[src/rtl/core/dd2b96_pkg.sv]
// constants, microcode word layout and control store for the decimal to binary converter
package dd2b96_pkg;

  localparam int DIGIT_COUNT = 30;
  localparam int BIT_COUNT   = 96;

  localparam int ALL_DIGITS = 30;
  localparam int FIELD_W    = 60;
  localparam int RES_W      = 96;
  localparam int WORD_W     = 32;
  localparam int DIG_W      = 4 * DIGIT_COUNT;
  localparam int IN_DATA_W  = 2 * FIELD_W;
  localparam int OUT_DATA_W = 3 * WORD_W;
  localparam int USER_W     = 2;

  localparam int CNT_W = (BIT_COUNT > 1) ? $clog2(BIT_COUNT) : 1;
  localparam logic [CNT_W-1:0] COUNT_LAST = CNT_W'(BIT_COUNT - 1);

  // sequencer steps
  localparam int PC_W = 2;
  localparam logic [PC_W-1:0] STEP_LOAD  = 2'd0;
  localparam logic [PC_W-1:0] STEP_SHIFT = 2'd1;
  localparam logic [PC_W-1:0] STEP_EMIT  = 2'd2;

  // jump conditions
  localparam int COND_W = 2;
  localparam logic [COND_W-1:0] COND_NEVER    = 2'd0;
  localparam logic [COND_W-1:0] COND_WAIT_IN  = 2'd1;
  localparam logic [COND_W-1:0] COND_MORE     = 2'd2;
  localparam logic [COND_W-1:0] COND_WAIT_OUT = 2'd3;

  typedef struct packed {
    logic              load;
    logic              shift;
    logic              emit;
    logic [COND_W-1:0] cond;
    logic [PC_W-1:0]   jump;
    logic [PC_W-1:0]   next;
  } ucode_t;

  function automatic ucode_t ucode_rom(input logic [PC_W-1:0] pc);
    ucode_t w;
    w = '0;
    case (pc)
      STEP_LOAD: begin
        w.load = 1'b1;
        w.cond = COND_WAIT_IN;
        w.jump = STEP_LOAD;
        w.next = STEP_SHIFT;
      end
      STEP_SHIFT: begin
        w.shift = 1'b1;
        w.cond  = COND_MORE;
        w.jump  = STEP_SHIFT;
        w.next  = STEP_EMIT;
      end
      STEP_EMIT: begin
        w.emit = 1'b1;
        w.cond = COND_WAIT_OUT;
        w.jump = STEP_EMIT;
        w.next = STEP_LOAD;
      end
      default: begin
        w.cond = COND_NEVER;
        w.next = STEP_LOAD;
      end
    endcase
    return w;
  endfunction

endpackage

[src/rtl/core/decimal_digits_to_binary96_unit.sv]
// packed bcd to 96-bit binary converter, microcoded shift-and-correct sequencer
//
// usage:
//   s_axis carries one request per number: 30 bcd digits, most significant first.
//   m_axis returns one result per request: three 32-bit words of the binary value
//   plus overflow and bad_digit flags in tuser.
//   the datapath is a reverse double-dabble: each cycle the bcd register shifts
//   one bit right into the binary register and every digit of 8 or more drops 3.
//   after the accepting edge the sequencer repeats the shift step once per
//   result bit, all on the single shared shift/correct unit, then runs the emit
//   step. s_axis_tready is high only in the load step, so a new request is not
//   taken until the emit step of the previous one has finished.
//   a finished result sits in the output register; the next request is accepted
//   and converted while it waits. if the result is still not taken when the
//   next one is done, the sequencer holds in the emit step.
//   reset (rst, synchronous) returns the sequencer to the load step and empties
//   the output register.
module decimal_digits_to_binary96_unit (
  input  logic                                 clk,
  input  logic                                 rst,
  input  logic                                 s_axis_tvalid,
  output logic                                 s_axis_tready,
  input  logic [dd2b96_pkg::IN_DATA_W-1:0]     s_axis_tdata,  // digits_high, digits_low
  output logic                                 m_axis_tvalid,
  input  logic                                 m_axis_tready,
  output logic [dd2b96_pkg::OUT_DATA_W-1:0]    m_axis_tdata,  // word_low, word_mid, word_high
  output logic [dd2b96_pkg::USER_W-1:0]        m_axis_tuser   // bad_digit, overflow
);

  logic [dd2b96_pkg::PC_W-1:0]  pc;
  logic [dd2b96_pkg::PC_W-1:0]  pc_next;
  dd2b96_pkg::ucode_t           uw;
  logic                         cond_hit;

  logic [dd2b96_pkg::CNT_W-1:0] cnt;
  logic [dd2b96_pkg::DIG_W-1:0] bcd;
  logic [dd2b96_pkg::DIG_W-1:0] bcd_next;
  logic [dd2b96_pkg::BIT_COUNT-1:0] bin;
  logic [dd2b96_pkg::BIT_COUNT-1:0] bin_next;
  logic                         bad;
  logic                         bad_next;

  logic [dd2b96_pkg::IN_DATA_W-1:0] digits;
  logic                         load_en;
  logic                         shift_en;
  logic                         emit_en;
  logic                         out_room;
  logic                         ovf;
  logic [dd2b96_pkg::RES_W-1:0] res;

  assign uw       = dd2b96_pkg::ucode_rom(pc);
  assign out_room = !m_axis_tvalid || m_axis_tready;
  assign load_en  = uw.load && s_axis_tvalid;
  assign shift_en = uw.shift;
  assign emit_en  = uw.emit && out_room;

  assign s_axis_tready = uw.load;

  always_comb begin
    case (uw.cond)
      dd2b96_pkg::COND_NEVER:    cond_hit = 1'b0;
      dd2b96_pkg::COND_WAIT_IN:  cond_hit = !s_axis_tvalid;
      dd2b96_pkg::COND_MORE:     cond_hit = (cnt != dd2b96_pkg::COUNT_LAST);
      dd2b96_pkg::COND_WAIT_OUT: cond_hit = !out_room;
      default:                   cond_hit = 1'b0;
    endcase
    pc_next = cond_hit ? uw.jump : uw.next;
  end

  // digits_low above digits_high, so the digits_high field lands in the bottom nibbles
  assign digits = {s_axis_tdata[dd2b96_pkg::FIELD_W-1:0],
                   s_axis_tdata[dd2b96_pkg::IN_DATA_W-1:dd2b96_pkg::FIELD_W]};

  always_comb begin
    bad_next = 1'b0;
    for (int i = 0; i < dd2b96_pkg::DIGIT_COUNT; i++) begin
      if (digits[4*i +: 4] > 4'd9) bad_next = 1'b1;
    end
  end

  // shift one bit out of the bcd value, then fix every digit that came out 8 or more
  always_comb begin
    logic [dd2b96_pkg::DIG_W-1:0] shifted;
    logic [3:0] nib;
    shifted  = bcd >> 1;
    bcd_next = shifted;
    for (int i = 0; i < dd2b96_pkg::DIGIT_COUNT; i++) begin
      nib = shifted[4*i +: 4];
      if (nib >= 4'd8) bcd_next[4*i +: 4] = nib - 4'd3;
    end
    bin_next = dd2b96_pkg::BIT_COUNT'({bcd[0], bin} >> 1);
  end

  assign ovf = (bcd != '0);

  always_comb begin
    if (bad) res = '0;
    else if (ovf) res = dd2b96_pkg::RES_W'({dd2b96_pkg::BIT_COUNT{1'b1}});
    else res = dd2b96_pkg::RES_W'(bin);
  end

  always_ff @(posedge clk) begin
    if (rst) begin
      pc  <= dd2b96_pkg::STEP_LOAD;
      cnt <= '0;
    end else begin
      pc <= pc_next;
      if (load_en) cnt <= '0;
      else if (shift_en && cnt != dd2b96_pkg::COUNT_LAST) cnt <= cnt + 1'b1;
    end
  end

  always_ff @(posedge clk) begin
    if (load_en) begin
      bcd <= digits[dd2b96_pkg::DIG_W-1:0];
      bin <= '0;
      bad <= bad_next;
    end else if (shift_en) begin
      bcd <= bcd_next;
      bin <= bin_next;
    end
  end

  // output register
  always_ff @(posedge clk) begin
    if (rst) begin
      m_axis_tvalid <= 1'b0;
    end else if (emit_en) begin
      m_axis_tvalid <= 1'b1;
    end else if (m_axis_tready) begin
      m_axis_tvalid <= 1'b0;
    end
  end

  always_ff @(posedge clk) begin
    if (emit_en) begin
      m_axis_tdata <= {res[dd2b96_pkg::WORD_W-1:0],
                       res[2*dd2b96_pkg::WORD_W-1:dd2b96_pkg::WORD_W],
                       res[3*dd2b96_pkg::WORD_W-1:2*dd2b96_pkg::WORD_W]};
      m_axis_tuser <= {bad, ovf && !bad};
    end
  end

  a_emit_after_all_shifts: assert property (@(posedge clk) disable iff (rst)
    pc == dd2b96_pkg::STEP_EMIT |-> cnt == dd2b96_pkg::COUNT_LAST)
    else $error("emit step reached before all bits were shifted");

  a_no_load_and_emit: assert property (@(posedge clk) disable iff (rst)
    !(load_en && emit_en))
    else $error("request accepted in the same cycle a result is emitted");

  a_emit_fills_output: assert property (@(posedge clk) disable iff (rst)
    emit_en |=> m_axis_tvalid)
    else $error("emitted result missing from output register");

  a_bad_digit_zero: assert property (@(posedge clk) disable iff (rst)
    m_axis_tvalid && m_axis_tuser[1] |-> m_axis_tdata == '0 && !m_axis_tuser[0])
    else $error("bad digit result not forced to zero");

  a_load_clears_count: assert property (@(posedge clk) disable iff (rst)
    load_en |=> cnt == '0 && pc == dd2b96_pkg::STEP_SHIFT)
    else $error("accepted request did not start the shift loop");

endmodule
[config.mk]
export PLATFORM = sky130hd
export DESIGN_NAME = decimal_digits_to_binary96_unit
export DESIGN_NICKNAME = d
export VERILOG_FILES = /design/src/rtl/core/dd2b96_pkg.sv /design/src/rtl/core/decimal_digits_to_binary96_unit.sv
export SDC_FILE = /design/constraint.sdc
export NUM_CORES = 1
export LEC_CHECK = 0
export BUFFER_PORTS_ARGS = -buffer_cell sky130_fd_sc_hd__buf_2
export CAP_MARGIN = 40
export CORE_UTILIZATION = 49
export DETAILED_ROUTE_END_ITERATION = 12
export GPL_ROUTABILITY_DRIVEN = 0
export GPL_TIMING_DRIVEN = 0
export PLACE_DENSITY = 0.72
export SLEW_MARGIN = 20
export SYNTH_ARGS = -nofsm -noshare
export SYNTH_HDL_FRONTEND = slang
export SYNTH_SLANG_ARGS = --single-unit
[constraint.sdc]
create_clock -name clk -period 6.8 [get_ports clk]
set_input_delay 1.02 -clock clk [delete_from_list [all_inputs] [get_ports clk]]
set_output_delay 1.02 -clock clk [all_outputs]
set_load 0.005 [all_outputs]
==> metrics.md <==
| Metric | Value |
|---|---|
| R2r worst-path depth | `7` |
| CTS tree | `built` |
| Total chip power | `5310 uW` |
| Routed wire length | `38700 um` |
| Setup repair after global routing missed its margin | `no` |
| Main combinational cell family by area after synthesis | `compound AO/OA/AOI/OAI gates` |
| Initial antenna violation count | `1` |
| Initial Util | `49.7%` |
| Die H | `178 um` |
| CP max FO | `46` |
| GRT Total Usage | `24.6%` |
| P&R area growth vs syn | `20.1%` |
| Hold_buf cts | `0` |
| Num CTS Buffers | `36` |
| Clk Latency, worst-skew pair | `0.52 ns` |
| Final setup fails | `0` |
| Vias in the first global route | `11400` |
| Core Util, Final | `59.6%` |
| Startpoint types | `flip-flop` |
| Synthesized area per cell | `9.99 um^2` |
| FF+latch count, synth | `325` |
| Worst VDD drop | `0.211 mV` |
| Setup Fix Bufs, Post-CTS | `0` |
| Clk buf depth | `3` |
| Post-Route Skew | `0.0151 ns` |
| Final worst path period share | `46.0%` |
| Synth Net Count | `1704` |
| Pre-antenna DRT Iters | `6` |
| Fillers | `2522` |
| Nets | `1971` |
| CP endpoint kind | `flip-flop` |
| WS Path Type | `reg2reg` |
| Die extent in x | `178 um` |
| Pleak | `0.00692 uW` |
| FP Rows | `64` |
| Synth Area in Adders | `4.86%` |
| Mux cell area share after synthesis | `1.98%` |
| Reg2reg start | `pc[1]` |
| First-pass GRT wire length | `60000 um` |
| CP max stage cell | `clkbuf_1` |
| Worst reg2reg setup slack | `3.67 ns` |
| Reg-to-Reg End | `bcd[43]` |
| Most common cell after layout, fill and taps aside | `nand2_1` |
| Status | `completed` |
| ANT nets after route | `0` |
| Ys Warns | `0` |
| Pwr dens | `291 nW/um^2` |
| Critical Path Source | `pc[1]` |
| DR DRC count | `0` |
| Fraction of layout instances using a drive strength above 1 | `16.6%` |
| WP buf/inv | `5` |
| Xor/xnor share of the synthesized area | `3.63%` |
| Yosys cell types | `30` |
| Final hold vios | `0` |
| 1st-iter DRT viols | `1060` |
| Gr ovfl total | `0` |
| Placed Area | `17000 um^2` |
| Worst EP required | `7.05 ns` |
| Final instance area | `18200 um^2` |
| Wire per inst | `17.5 um` |
| CP Capture Point | `bcd[43]` |
| Vias per cell | `5.45` |
| WHS | `0.462 ns` |
| Worst path max stage delay | `0.45 ns` |
| Min Tclk post-route | `3.13 ns` |
| Vias | `12100` |
| Hold crit path type | `reg2reg` |
| Crit path max-delay family | `buffers and inverters` |
| Most frequent cells in the layout | `293 x nand2_1, 238 x buf_2, 219 x edfxtp_1` |
| Seq/Total Area, Yosys | `57.2%` |
| Crit path depth | `7` |
| Worst slew margin | `45.8%` |
| Largest net degree at the start of global routing | `47` |
| Worst-path clk slew | `0.06 ns` |
| Fmax | `320 MHz` |
| Max_cap viols | `0` |
| CP arrival | `3.38 ns` |
| Crit path cell chain | `nand2b_1 > clkbuf_1 > clkbuf_1 > clkbuf_1 > nand2_4 > buf_16 > buf_12` |
| Most used cell, CP | `clkbuf_1` |
| Sum of negative setup slack | `0 ns` |
| Detailed placement HPWL | `28100 um` |
| Core footprint | `30600 um^2` |
| Number of cells on the worst hold path | `2` |
| Port-buffer cells | `223` |
| Simple-gate area share of the yosys netlist | `12.1%` |
| Syn Inst Count | `1521` |
| Clk root buf | `clkbuf_16` |
| Clk sinks | `325` |
| I/O pins | `224` |
| Fin. max-slew vios | `0` |
| Resize count post-CTS | `0` |
| Syn Std Cell Area | `15200 um^2` |
| Fraction of the mapped netlist area in compound gates | `14.0%` |
| Die footprint | `31700 um^2` |
| Slew @ Worst Pin | `0.806 ns` |
| H-Tree Depth | `2` |
-- registers in the layout, indices dropped and copies added (netlist names) --
| signal | count |
|---|---|
| m_axis_tuser | 2 |
| m_axis_tvalid | 1 |
| bin | 96 |
| bcd | 120 |
| m_axis_tdata | 96 |
| pc | 2 |
| bad | 1 |
| cnt | 7 |
-- metrics by stage --
step	instances	setup WS, ns
floorplan	1521	0.745
global placement	2140	-0.854
detailed placement	2146	3.68
CTS	2211	3.66
global route	2211	3.47
finish	2213	3.67
-- cell usage after synthesis --
cell	count	share of area (%)
o211ai_1	3	0.15
nor3_1	1	0.033
nand3_1	1	0.033
a22o_1	29	1.7
or4_1	1	0.049
o21ai_0	117	3.9
mux2i_1	30	2.0
nor4_4	2	0.28
o21ai_1	1	0.033
dfxtp_1	106	14
xor2_1	4	0.23
nand2_1	294	7.3
nor4_1	32	1.3
clkbuf_1	67	1.7
clkinv_1	1	0.025
nand2b_1	5	0.21
o31ai_1	1	0.049
a31oi_1	96	4.0
a21oi_1	129	4.2
nor2_1	37	0.91
buf_2	15	0.49
o32a_1	1	0.066
ha_1	59	4.9
and3_1	3	0.12
inv_1	155	3.8
xnor2_1	59	3.4
buf_1	7	0.17
edfxtp_1	219	43
nand4_1	15	0.62
nor2b_1	31	1.3
-- power by group --
part / internal, uW / total, uW / switching, uW
combinational: 314 / 682 / 368
clock: 1270 / 2080 / 805
sequential: 2320 / 2550 / 227
total: 3910 / 5310 / 1400
-- worst min-delay path: cells and delay by family (launching register included) --
kind            cells  cell delay [ns]
compound gates      1             0.05
flops               1             0.32
simple gates        1             0.06
-- cell type report --
type	count	area, um^2	area share, %
diodes	2	5.00	0.0274
plain buffers	89	353	1.93
clock buffers	46	1000	5.49
clock inverters	19	258	1.41
inverters	156	586	3.21
multi-input cells	951	5580	30.6
flip-flops and latches	325	8700	47.7
well taps	396	495	2.72
repair buffers	229	1270	6.98
-- routing by layer --
layer / vias up / GRT usage (%) / routed length, um
met4: 2 / 9.54 / 1230
met1: 5653 / 33.4 / 16200
li1: 5777 / - / -
met5: - / 0 / 11
met2: 563 / 40.0 / 18000
met3: 75 / 3.09 / 3240
-- how the worst min path moves through the flow --
stage	start	endpoint	slack [ns]
final	bin[57]	bin[56]	0.46
after global routing	bad	m_axis_tuser[1]	0.49
after CTS	bin[59]	bin[58]	0.46
after detailed placement	bad	m_axis_tuser[1]	0.46
after global placement	bad	m_axis_tuser[1]	0.43
after floorplan	bad	m_axis_tuser[1]	0.42
-- logic make-up (layout without fill, tap and decap cells) --
kind of cell / Yosys count / after routing
xor gates and xnor gates: 63 / 63
buffers and inverters: 245 / 539
other: 0 / 2
and+or+nand+nor: 422 / 422
AOI/OAI and AO/OA: 377 / 377
adders and majority gates: 59 / 59
muxes: 30 / 30
DFF: 325 / 325
No activity file was read; power rests on OpenSTA's default activity.
